`src/hw/rtl/i2cts_pkg.sv`:
```
// Package for the I2C transaction scheduler: beat payload types, phase,
// status and start codes, controller command and status structs.
// No dependencies.
package i2cts_pkg;

    localparam int NUM_PORTS_DEF = 16;
    localparam int MAX_LEN       = 255;
    localparam int PORT_W        = 4;
    localparam int LEN_W         = 8;
    localparam int ADDR_W        = 7;
    localparam int SPEED_W       = 2;

    localparam logic [2:0] PH_IDLE  = 3'd0;
    localparam logic [2:0] PH_WRITE = 3'd1;
    localparam logic [2:0] PH_READ  = 3'd2;
    localparam logic [2:0] PH_STOP  = 3'd3;
    localparam logic [2:0] PH_DONE  = 3'd4;

    localparam logic [1:0] ST_BUSY  = 2'd0;
    localparam logic [1:0] ST_OK    = 2'd1;
    localparam logic [1:0] ST_WNACK = 2'd2;
    localparam logic [1:0] ST_RNACK = 2'd3;

    localparam logic [1:0] KIND_WRITE = 2'd0;
    localparam logic [1:0] KIND_READ  = 2'd1;
    localparam logic [1:0] KIND_STOP  = 2'd2;

    typedef struct packed {
        logic               add_valid;
        logic [PORT_W-1:0]  port;
        logic [LEN_W-1:0]   tx_len;
        logic [LEN_W-1:0]   rx_len;
        logic [ADDR_W-1:0]  slave_addr;
        logic [SPEED_W-1:0] bus_speed;
        logic               bus_busy;
        logic               stop_seen;
        logic               access_ready;
        logic               nack_seen;
        logic               master_active;
        logic               dma_done;
    } in_beat_t;

    typedef struct packed {
        logic               start_valid;
        logic [PORT_W-1:0]  start_port;
        logic [1:0]         start_kind;
        logic [ADDR_W-1:0]  start_addr;
        logic [SPEED_W-1:0] start_speed;
        logic [LEN_W-1:0]   start_count;
        logic               query_done;
        logic [1:0]         query_status;
    } out_beat_t;

    // Stored transaction row
    typedef struct packed {
        logic [LEN_W-1:0]   wlen;
        logic [LEN_W-1:0]   rlen;
        logic [ADDR_W-1:0]  addr;
        logic [SPEED_W-1:0] speed;
    } row_t;

    typedef struct packed {
        logic ready;
        logic accept;
        logic finish;
        logic pick;
        logic emit;
    } ctrl_cmd_t;

    typedef struct packed {
        logic out_free;
    } dp_stat_t;

    function automatic logic running(input logic [2:0] ph);
        return (ph == PH_WRITE) || (ph == PH_READ) || (ph == PH_STOP);
    endfunction

    function automatic logic [LEN_W-1:0] clamp_len(input logic [LEN_W-1:0] v);
        return (32'(v) > MAX_LEN) ? LEN_W'(MAX_LEN) : v;
    endfunction

endpackage

```
`src/hw/rtl/i2cts_in_if.sv`:
```
// Input channel of the I2C transaction scheduler: valid, ready and beat.
// Depends on i2cts_pkg.
interface i2cts_in_if;
    import i2cts_pkg::*;

    logic     valid;
    logic     ready;
    in_beat_t data;

    modport source (output valid, output data, input ready);
    modport sink (input valid, input data, output ready);
endinterface

```
`src/hw/rtl/i2cts_out_if.sv`:
```
// Result channel of the I2C transaction scheduler: valid, ready and beat.
// Depends on i2cts_pkg.
interface i2cts_out_if;
    import i2cts_pkg::*;

    logic      valid;
    logic      ready;
    out_beat_t data;

    modport source (output valid, output data, input ready);
    modport sink (input valid, input data, output ready);
endinterface

```
`src/hw/rtl/i2cts_ctrl.sv`:
```
// Sequencer of the I2C transaction scheduler: accept, finish, pick, emit.
// Depends on i2cts_pkg.
module i2cts_ctrl (
    input  logic                  clk,
    input  logic                  rst_n,
    input  logic                  in_valid,
    input  i2cts_pkg::dp_stat_t   stat,
    output i2cts_pkg::ctrl_cmd_t  cmd
);
    import i2cts_pkg::*;

    localparam logic [1:0] S_IDLE   = 2'd0;
    localparam logic [1:0] S_FINISH = 2'd1;
    localparam logic [1:0] S_PICK   = 2'd2;
    localparam logic [1:0] S_EMIT   = 2'd3;

    logic [1:0] state_reg;
    logic [1:0] state_next;

    always_comb
    begin
        cmd        = '0;
        state_next = state_reg;
        unique case (state_reg)
            S_IDLE:
            begin
                cmd.ready  = 1'b1;
                cmd.accept = in_valid;
                if (in_valid)
                begin
                    state_next = S_FINISH;
                end
            end
            S_FINISH:
            begin
                cmd.finish = 1'b1;
                state_next = S_PICK;
            end
            S_PICK:
            begin
                cmd.pick   = 1'b1;
                state_next = S_EMIT;
            end
            S_EMIT:
            begin
                // hold until the result register is free
                if (stat.out_free)
                begin
                    cmd.emit   = 1'b1;
                    state_next = S_IDLE;
                end
            end
            default:
            begin
                state_next = S_IDLE;
            end
        endcase
    end

    always_ff @(posedge clk or negedge rst_n)
    begin
        if (!rst_n)
        begin
            state_reg <= S_IDLE;
        end
        else
        begin
            state_reg <= state_next;
        end
    end

endmodule

```
`src/hw/rtl/i2cts_dp.sv`:
```
// Datapath of the I2C transaction scheduler: per-port phase and status
// registers, transaction row memory, active tracking, result register.
// Depends on i2cts_pkg.
module i2cts_dp #(
    parameter int NUM_PORTS = i2cts_pkg::NUM_PORTS_DEF
) (
    input  logic                  clk,
    input  logic                  rst_n,
    input  i2cts_pkg::ctrl_cmd_t  cmd,
    output i2cts_pkg::dp_stat_t   stat,
    input  i2cts_pkg::in_beat_t   in_data,
    output logic                  out_valid,
    input  logic                  out_ready,
    output i2cts_pkg::out_beat_t  out_data
);
    import i2cts_pkg::*;

    localparam int IDX_W = $clog2(NUM_PORTS);

    logic [2:0]       phase_reg [NUM_PORTS];
    logic [1:0]       status_reg [NUM_PORTS];
    row_t             mem [NUM_PORTS];
    row_t             rd_row_reg;
    in_beat_t         item_reg;
    logic             active_valid_reg;
    logic [IDX_W-1:0] active_port_reg;
    logic [LEN_W-1:0] active_rlen_reg;
    logic             start_vld_reg;
    logic [IDX_W-1:0] start_port_reg;
    logic [2:0]       start_ph_reg;
    logic             out_valid_reg;
    out_beat_t        out_reg;

    logic             in_port_ok;
    logic [IDX_W-1:0] in_idx;
    logic             q_port_ok;
    logic [IDX_W-1:0] q_idx;
    logic             do_add;
    row_t             add_row;
    logic [2:0]       act_ph;
    logic             fin;
    logic             found;
    logic [IDX_W-1:0] pick_idx;
    out_beat_t        res;

    assign in_port_ok = 32'(in_data.port) < NUM_PORTS;
    assign in_idx     = IDX_W'(in_data.port);
    assign q_port_ok  = 32'(item_reg.port) < NUM_PORTS;
    assign q_idx      = IDX_W'(item_reg.port);
    assign do_add     = cmd.accept && in_data.add_valid && in_port_ok;

    assign add_row.wlen  = clamp_len(in_data.tx_len);
    assign add_row.rlen  = clamp_len(in_data.rx_len);
    assign add_row.addr  = in_data.slave_addr;
    assign add_row.speed = in_data.bus_speed;

    // Finish check of the active phase against the latched bus flags
    assign act_ph = phase_reg[active_port_reg];
    always_comb
    begin
        if (act_ph == PH_STOP)
        begin
            fin = !item_reg.bus_busy && item_reg.stop_seen;
        end
        else if (item_reg.access_ready && item_reg.nack_seen)
        begin
            fin = 1'b1;
        end
        else if (act_ph == PH_WRITE)
        begin
            fin = !item_reg.bus_busy && !item_reg.master_active && item_reg.dma_done;
        end
        else
        begin
            fin = !item_reg.bus_busy && item_reg.stop_seen && item_reg.dma_done;
        end
    end

    // Lowest running port
    always_comb
    begin
        found    = 1'b0;
        pick_idx = '0;
        for (int i = NUM_PORTS - 1; i >= 0; i--)
        begin
            if (running(phase_reg[i]))
            begin
                found    = 1'b1;
                pick_idx = IDX_W'(i);
            end
        end
    end

    always_ff @(posedge clk or negedge rst_n)
    begin
        if (!rst_n)
        begin
            for (int i = 0; i < NUM_PORTS; i++)
            begin
                phase_reg[i]  <= PH_IDLE;
                status_reg[i] <= ST_BUSY;
            end
            active_valid_reg <= 1'b0;
            active_port_reg  <= '0;
            start_vld_reg    <= 1'b0;
        end
        else
        begin
            if (do_add)
            begin
                phase_reg[in_idx]  <= (add_row.wlen != '0) ? PH_WRITE : PH_READ;
                status_reg[in_idx] <= ST_BUSY;
            end
            if (cmd.finish && active_valid_reg)
            begin
                if (!running(act_ph))
                begin
                    active_valid_reg <= 1'b0;
                end
                else if (fin)
                begin
                    active_valid_reg <= 1'b0;
                    case (act_ph)
                        PH_WRITE:
                        begin
                            if (item_reg.nack_seen)
                            begin
                                status_reg[active_port_reg] <= ST_WNACK;
                                phase_reg[active_port_reg]  <= PH_STOP;
                            end
                            else if (active_rlen_reg != '0)
                            begin
                                phase_reg[active_port_reg] <= PH_READ;
                            end
                            else
                            begin
                                phase_reg[active_port_reg]  <= PH_DONE;
                                status_reg[active_port_reg] <= ST_OK;
                            end
                        end
                        PH_READ:
                        begin
                            if (item_reg.nack_seen)
                            begin
                                status_reg[active_port_reg] <= ST_RNACK;
                                phase_reg[active_port_reg]  <= PH_STOP;
                            end
                            else
                            begin
                                phase_reg[active_port_reg]  <= PH_DONE;
                                status_reg[active_port_reg] <= ST_OK;
                            end
                        end
                        default:
                        begin
                            phase_reg[active_port_reg] <= PH_DONE;
                        end
                    endcase
                end
            end
            if (cmd.pick)
            begin
                start_vld_reg <= found && !active_valid_reg;
                if (found && !active_valid_reg)
                begin
                    active_valid_reg <= 1'b1;
                    active_port_reg  <= pick_idx;
                end
            end
        end
    end

    // Payload registers: item latch, start capture, active read length
    always_ff @(posedge clk)
    begin
        if (cmd.accept)
        begin
            item_reg <= in_data;
        end
        if (cmd.pick)
        begin
            start_port_reg <= pick_idx;
            start_ph_reg   <= phase_reg[pick_idx];
        end
        if (do_add && active_valid_reg && in_idx == active_port_reg)
        begin
            active_rlen_reg <= add_row.rlen;
        end
        else if (cmd.emit && start_vld_reg)
        begin
            active_rlen_reg <= rd_row_reg.rlen;
        end
    end

    // Transaction row memory: write on add, registered read at the pick
    always_ff @(posedge clk)
    begin
        if (do_add)
        begin
            mem[in_idx] <= add_row;
        end
        if (cmd.pick)
        begin
            rd_row_reg <= mem[pick_idx];
        end
    end

    always_comb
    begin
        res = '0;
        if (start_vld_reg)
        begin
            res.start_valid = 1'b1;
            res.start_port  = PORT_W'(start_port_reg);
            case (start_ph_reg)
                PH_STOP:
                begin
                    res.start_kind = KIND_STOP;
                end
                PH_WRITE:
                begin
                    res.start_kind  = KIND_WRITE;
                    res.start_addr  = rd_row_reg.addr;
                    res.start_speed = rd_row_reg.speed;
                    res.start_count = rd_row_reg.wlen;
                end
                default:
                begin
                    res.start_kind  = KIND_READ;
                    res.start_addr  = rd_row_reg.addr;
                    res.start_speed = rd_row_reg.speed;
                    res.start_count = rd_row_reg.rlen;
                end
            endcase
        end
        if (q_port_ok && phase_reg[q_idx] != PH_IDLE)
        begin
            res.query_done   = (phase_reg[q_idx] == PH_DONE);
            res.query_status = status_reg[q_idx];
        end
    end

    always_ff @(posedge clk or negedge rst_n)
    begin
        if (!rst_n)
        begin
            out_valid_reg <= 1'b0;
        end
        else if (cmd.emit)
        begin
            out_valid_reg <= 1'b1;
        end
        else if (out_ready)
        begin
            out_valid_reg <= 1'b0;
        end
    end

    always_ff @(posedge clk)
    begin
        if (cmd.emit)
        begin
            out_reg <= res;
        end
    end

    assign stat.out_free = !out_valid_reg || out_ready;
    assign out_valid     = out_valid_reg;
    assign out_data      = out_reg;

    // An active port always sits in a running phase
    a_active_running: assert property (@(posedge clk) disable iff (!rst_n)
        active_valid_reg |-> running(phase_reg[active_port_reg]))
        else $error("active port not in a running phase");

    // A pick with a pending port and nothing active starts that port
    a_pick_starts: assert property (@(posedge clk) disable iff (!rst_n)
        (cmd.pick && found && !active_valid_reg) |=> (active_valid_reg && start_vld_reg))
        else $error("pending port not started");

    // A result beat is loaded only into a free result register
    a_emit_free: assert property (@(posedge clk) disable iff (!rst_n)
        cmd.emit |-> (!out_valid_reg || out_ready))
        else $error("result register overwritten");

endmodule

```
`src/hw/rtl/i2c_transaction_scheduler_top.sv`:
```
// Top level of the I2C transaction scheduler: sequencer plus datapath.
// Depends on i2cts_pkg, i2cts_in_if, i2cts_out_if, i2cts_ctrl, i2cts_dp.
// Order: after the edge that takes an input beat, the sequencer runs finish,
//   pick and emit, and emit waits while the last result is still held.
// Input beats: a new beat is taken only after the last has passed the
//   sequencer's finish, pick and emit steps and the row memory's registered read.
// Reset: all ports idle with status busy, nothing active, result empty;
//   the transaction row memory is not cleared and needs no clearing pass.
module i2c_transaction_scheduler_top #(
    parameter int NUM_PORTS = i2cts_pkg::NUM_PORTS_DEF
) (
    input  logic        clk,
    input  logic        rst_n,
    i2cts_in_if.sink    item,
    i2cts_out_if.source result
);
    import i2cts_pkg::*;

    ctrl_cmd_t cmd;
    dp_stat_t  stat;

    // Sequence each beat: take it and apply any add, then check the active
    // phase, then pick the lowest pending port, then load the result.
    i2cts_ctrl u_ctrl (
        .clk      (clk),
        .rst_n    (rst_n),
        .in_valid (item.valid),
        .stat     (stat),
        .cmd      (cmd)
    );

    assign item.ready = cmd.ready;

    // Result register lets a new beat be taken while the last result waits.
    i2cts_dp #(
        .NUM_PORTS (NUM_PORTS)
    ) u_dp (
        .clk       (clk),
        .rst_n     (rst_n),
        .cmd       (cmd),
        .stat      (stat),
        .in_data   (item.data),
        .out_valid (result.valid),
        .out_ready (result.ready),
        .out_data  (result.data)
    );

endmodule
```
`src/flat_wrapper.sv`:
```
// flat-port wrapper written by rule: the top's interface ports become plain ports
module i2c_transaction_scheduler_top_flat import i2cts_pkg::*;
#(
    parameter int NUM_PORTS = i2cts_pkg::NUM_PORTS_DEF
)
  (clk, rst_n, item_valid, item_data, item_ready, result_valid, result_data, result_ready);
  i2cts_in_if item_i ();
  i2cts_out_if result_i ();
  input  logic clk;
  input  logic rst_n;
  input wire logic [$bits(item_i.valid)-1:0] item_valid;
  input wire logic [$bits(item_i.data)-1:0] item_data;
  output wire logic [$bits(item_i.ready)-1:0] item_ready;
  output wire logic [$bits(result_i.valid)-1:0] result_valid;
  output wire logic [$bits(result_i.data)-1:0] result_data;
  input wire logic [$bits(result_i.ready)-1:0] result_ready;
  assign item_i.valid = item_valid;
  assign item_i.data = item_data;
  assign item_ready = item_i.ready;
  assign result_valid = result_i.valid;
  assign result_data = result_i.data;
  assign result_i.ready = result_ready;
  i2c_transaction_scheduler_top #(.NUM_PORTS(NUM_PORTS)) u_core (.clk(clk), .rst_n(rst_n), .item(item_i), .result(result_i));
endmodule
```
`config.mk`:
```
export PLATFORM = sky130hd
export DESIGN_NAME = i2c_transaction_scheduler_top_flat
export DESIGN_NICKNAME = d
export VERILOG_FILES = /design/src/hw/rtl/i2cts_pkg.sv /design/src/hw/rtl/i2cts_in_if.sv /design/src/hw/rtl/i2cts_out_if.sv /design/src/hw/rtl/i2cts_ctrl.sv /design/src/hw/rtl/i2cts_dp.sv /design/src/hw/rtl/i2c_transaction_scheduler_top.sv /design/src/flat_wrapper.sv
export SDC_FILE = /design/constraint.sdc
export NUM_CORES = 1
export LEC_CHECK = 0
export BUFFER_PORTS_ARGS = -buffer_cell sky130_fd_sc_hd__buf_2
export CAP_MARGIN = 20
export CORE_MARGIN = 2
export CORE_UTILIZATION = 55
export CTS_CLUSTER_DIAMETER = 80
export DETAILED_ROUTE_END_ITERATION = 8
export PLACE_DENSITY = 0.72
export SLEW_MARGIN = 10
export SYNTH_ARGS = -nofsm -noshare
export SYNTH_HDL_FRONTEND = slang
export SYNTH_SLANG_ARGS = --single-unit
```
`constraint.sdc`:
```
create_clock -name clk -period 3.7 [get_ports clk]
set_clock_uncertainty 0.15 [all_clocks]
set_input_delay 0.185 -clock clk [delete_from_list [all_inputs] [get_ports clk]]
set_output_delay 0.185 -clock clk [all_outputs]
set_load 0.01 [all_outputs]
```
==> flow_summary.yaml <==
global_route:
  grt_pass1_wl_microns: 105000
  grt_use_total_pct: 30.4
  grt_pass1_vias: 16321
  antenna_found_initial: 0
  grt_overflow: 0
  grt_max_degree: 66
clocking:
  cts_max_level: 2
  path_clk_slew_ns: 0.06
  cts_tree: "yes"
  cts.path.max_buffers: 3
  insertion_delay_ns: 0.62
  cts_setup_buffers: 0
  clock-sinks: 566
  numCtsBuffers: 56
  cts_root_buf: "clkbuf_16"
sta:
  setup_viol: 0
  finalSetupTns_ns: 0
  rsz0062_at_grt: "no"
  post-route-min-period_ns: 3.51
  setup_ws_ns: 0.185
  hold_viol: 0
  worst_pin_slew_ns: 0.907
  fmax_mhz: 285
  slew_viol_final: 0
  slew-limit-headroom_pct: 39.5
  fin_crit_sh_pct: 95.0
floorplanning:
  die_h_microns: 216
  die_area_sq_um: 46800
  boundaryPins: 69
  initial_core_util_pct: 56.0
  coreArea_sq_um: 44300
  die_x_microns: 216
  rows: 77
min_path:
  min_path_type: "in -> async"
placed_design:
  port_buffers: 68
  hpwl_microns: 45100
  gp_congestion: 1.00
  pre_cts_ws_ns: 0.121
  dp_cells: 2414
drt:
  firstDrtPassIters: 6
  drtIter0Drc: 2099
  postRouteAntennaNets: 0
  drc_errors: 0
  vias: 16726
  wl_per_cell_microns: 27.8
  drt_wl_total_microns: 70900
  viasPerCell: 6.56
yosys:
  yosysMostFrequentCell: "edfxtp_1"
  synth_top_area_share_pct: 57.8
  synth.distinct_cells: 70
  syn-cell-area_sq_um: 24800
  synth-seq-cells: 566
  synthCells: 1752
  async_reset_ff_share_pct: 15.7
  yosys_warnings: 0
  synth-main-ff-cell: "edfxtp_1"
  synth_edf_count: 477
  yosysTopAreaCell: "edfxtp_1"
  syn-mean-instance-area_sq_um: 14.2
  synth_nets: 1796
  synth_seq_area_share_pct: 66.7
  synth_commonest_cells: "477 x edfxtp_1, 167 x nand2_1, 137 x mux2i_1"
  synthTopCellsByArea: "edfxtp_1 58%, dfrtp_1 9.0%, mux2i_1 5.5%"
finish:
  diodes: 0
  nNetsFinal: 1962
  layout-drive-gt1-share_pct: 18.4
  largest_register_ffs: 400
  instances_no_fill: 2550
  syn2layout_area_growth_pct: 15.2
  fillers: 3268
worst_setup_path:
  cp-start-kind: "flip-flop"
  cp_slowest_stage_delay_ns: 0.73
  cp_num_buf_inv: 0
  crit_family: "compound AO/OA/AOI/OAI gates"
  path_cells: "o21bai_1 > or4b_2 > nor2_1 > nand2_1 > a2111oi_0 > a2111oi_0 > o211a_1"
  cp.arrival_ns: 3.74
  cp_common_cell: "a2111oi_0"
  cp.required_ns: 3.93
  crit_slowest_cell: "a2111oi_0"
  endpoint_kind: "flip-flop"
  crit_type: "reg -> reg"
  cp_max_fo: 6
run:
  max_cap_viol_count: 0
status:
  outcome: "finished clean"
power_and_ir_drop:
  p_leak_nw: 10.5
  powerDensity_nw_per_um2: 728
  vdd_drop_max_mv: 0.544
[kinds of logic after synthesis]
family                   synth area share [%]
adder cells (fa/ha/maj)                 0.202
AO/OA/AOI/OAI                            12.5
AND/OR/NAND/NOR                          7.19
buffers and inverters                    2.25
multiplexers                             10.9
XOR/XNOR                                0.141
flip-flops                               66.7
[repair_timing]
item                                    CTS  global route
endpoints found under the hold margin   483             0
hold buffers                             38             0
endpoints found under the setup margin    0            29
resized for setup                         0             1
[routing by layer]
metal | up-vias | share of wire (%) | track usage [%]
met5 | - | 0 | 0
met4 | 0 | 3.3 | 9.82
met3 | 160 | 9.5 | 6.29
met2 | 882 | 46 | 47.4
met1 | 8444 | 41 | 43.2
li1 | 7240 | - | -
[worst register-to-register path, delay by kind of cell, from the launching register on]
kind | cells | cell delay (ns)
AO/OA/AOI/OAI | 4 | 1.58
flip-flops | 1 | 0.45
AND/OR/NAND/NOR | 3 | 1.09
[path summary, 6_finish.rpt]
check	slack, ns	start	end	cells past startpoint
max	0.19	u_core.u_dp.phase_reg[28]	u_core.u_dp.rd_row_reg[11]	7
min	0.09	rst_n	u_core.u_dp.status_reg[29]	2
max reg2reg	0.19	u_core.u_dp.phase_reg[28]	u_core.u_dp.rd_row_reg[11]	7
min reg2reg	0.38	u_core.u_dp.rd_row_reg[7]	u_core.u_dp.out_data[18]	1
max in group asynchronous	2.43	rst_n	u_core.u_dp.status_reg[10]	3
min in group clk	0.15	item_data[4]	u_core.u_dp.item_reg[4]	2
[final cells by class]
class	instances	area (sq um)	share of cell area (%)
Tap cell	592	741	2.59
Sequential cell	566	16600	57.9
Multi-Input combinational cell	1052	7750	27.1
Clock buffer	67	1440	5.05
Inverter	32	120	0.420
Clock inverter	31	309	1.08
Timing Repair Buffer	210	1650	5.79
[report_power, final]
group	internal (W)	total (W)	leakage [nW]	switching (W)
clock	0.00312	0.00551	0.857	0.00239
combinational	0.00288	0.00703	4.24	0.00415
sequential	0.00776	0.00827	5.37	0.000512
[metrics by stage]
step | hold slack [ns] | util, % | cell area [sq um] | power [W]
2_1_floorplan | -0.261 | - | 24800 | 0.0129
5_1_grt | 0.138 | 64.5 | 28600 | 0.0216
3_3_place_gp | 0.204 | 59.7 | 26400 | 0.0151
3_5_place_dp | 0.211 | 59.7 | 26400 | 0.0153
4_1_cts | 0.104 | 64.5 | 28600 | 0.0208
6_report | 0.0906 | 64.5 | 28600 | 0.0208
[placed cells by master (no fill, tap or decap), types with 28 or more instances in the layout]
cell type / instances
a21oi_1: 80
a22oi_1: 28
buf_2: 67
clkbuf_16: 56
dfrtp_1: 89
dlygate4sd3_1: 38
nand2_1: 167
edfxtp_1: 477
nor2_1: 67
mux4_2: 30
a22o_1: 43
inv_1: 31
o22ai_1: 50
mux2i_1: 137
mux2_2: 57
o21ai_0: 63
buf_4: 93
No activity file was read; power rests on OpenSTA's default activity.
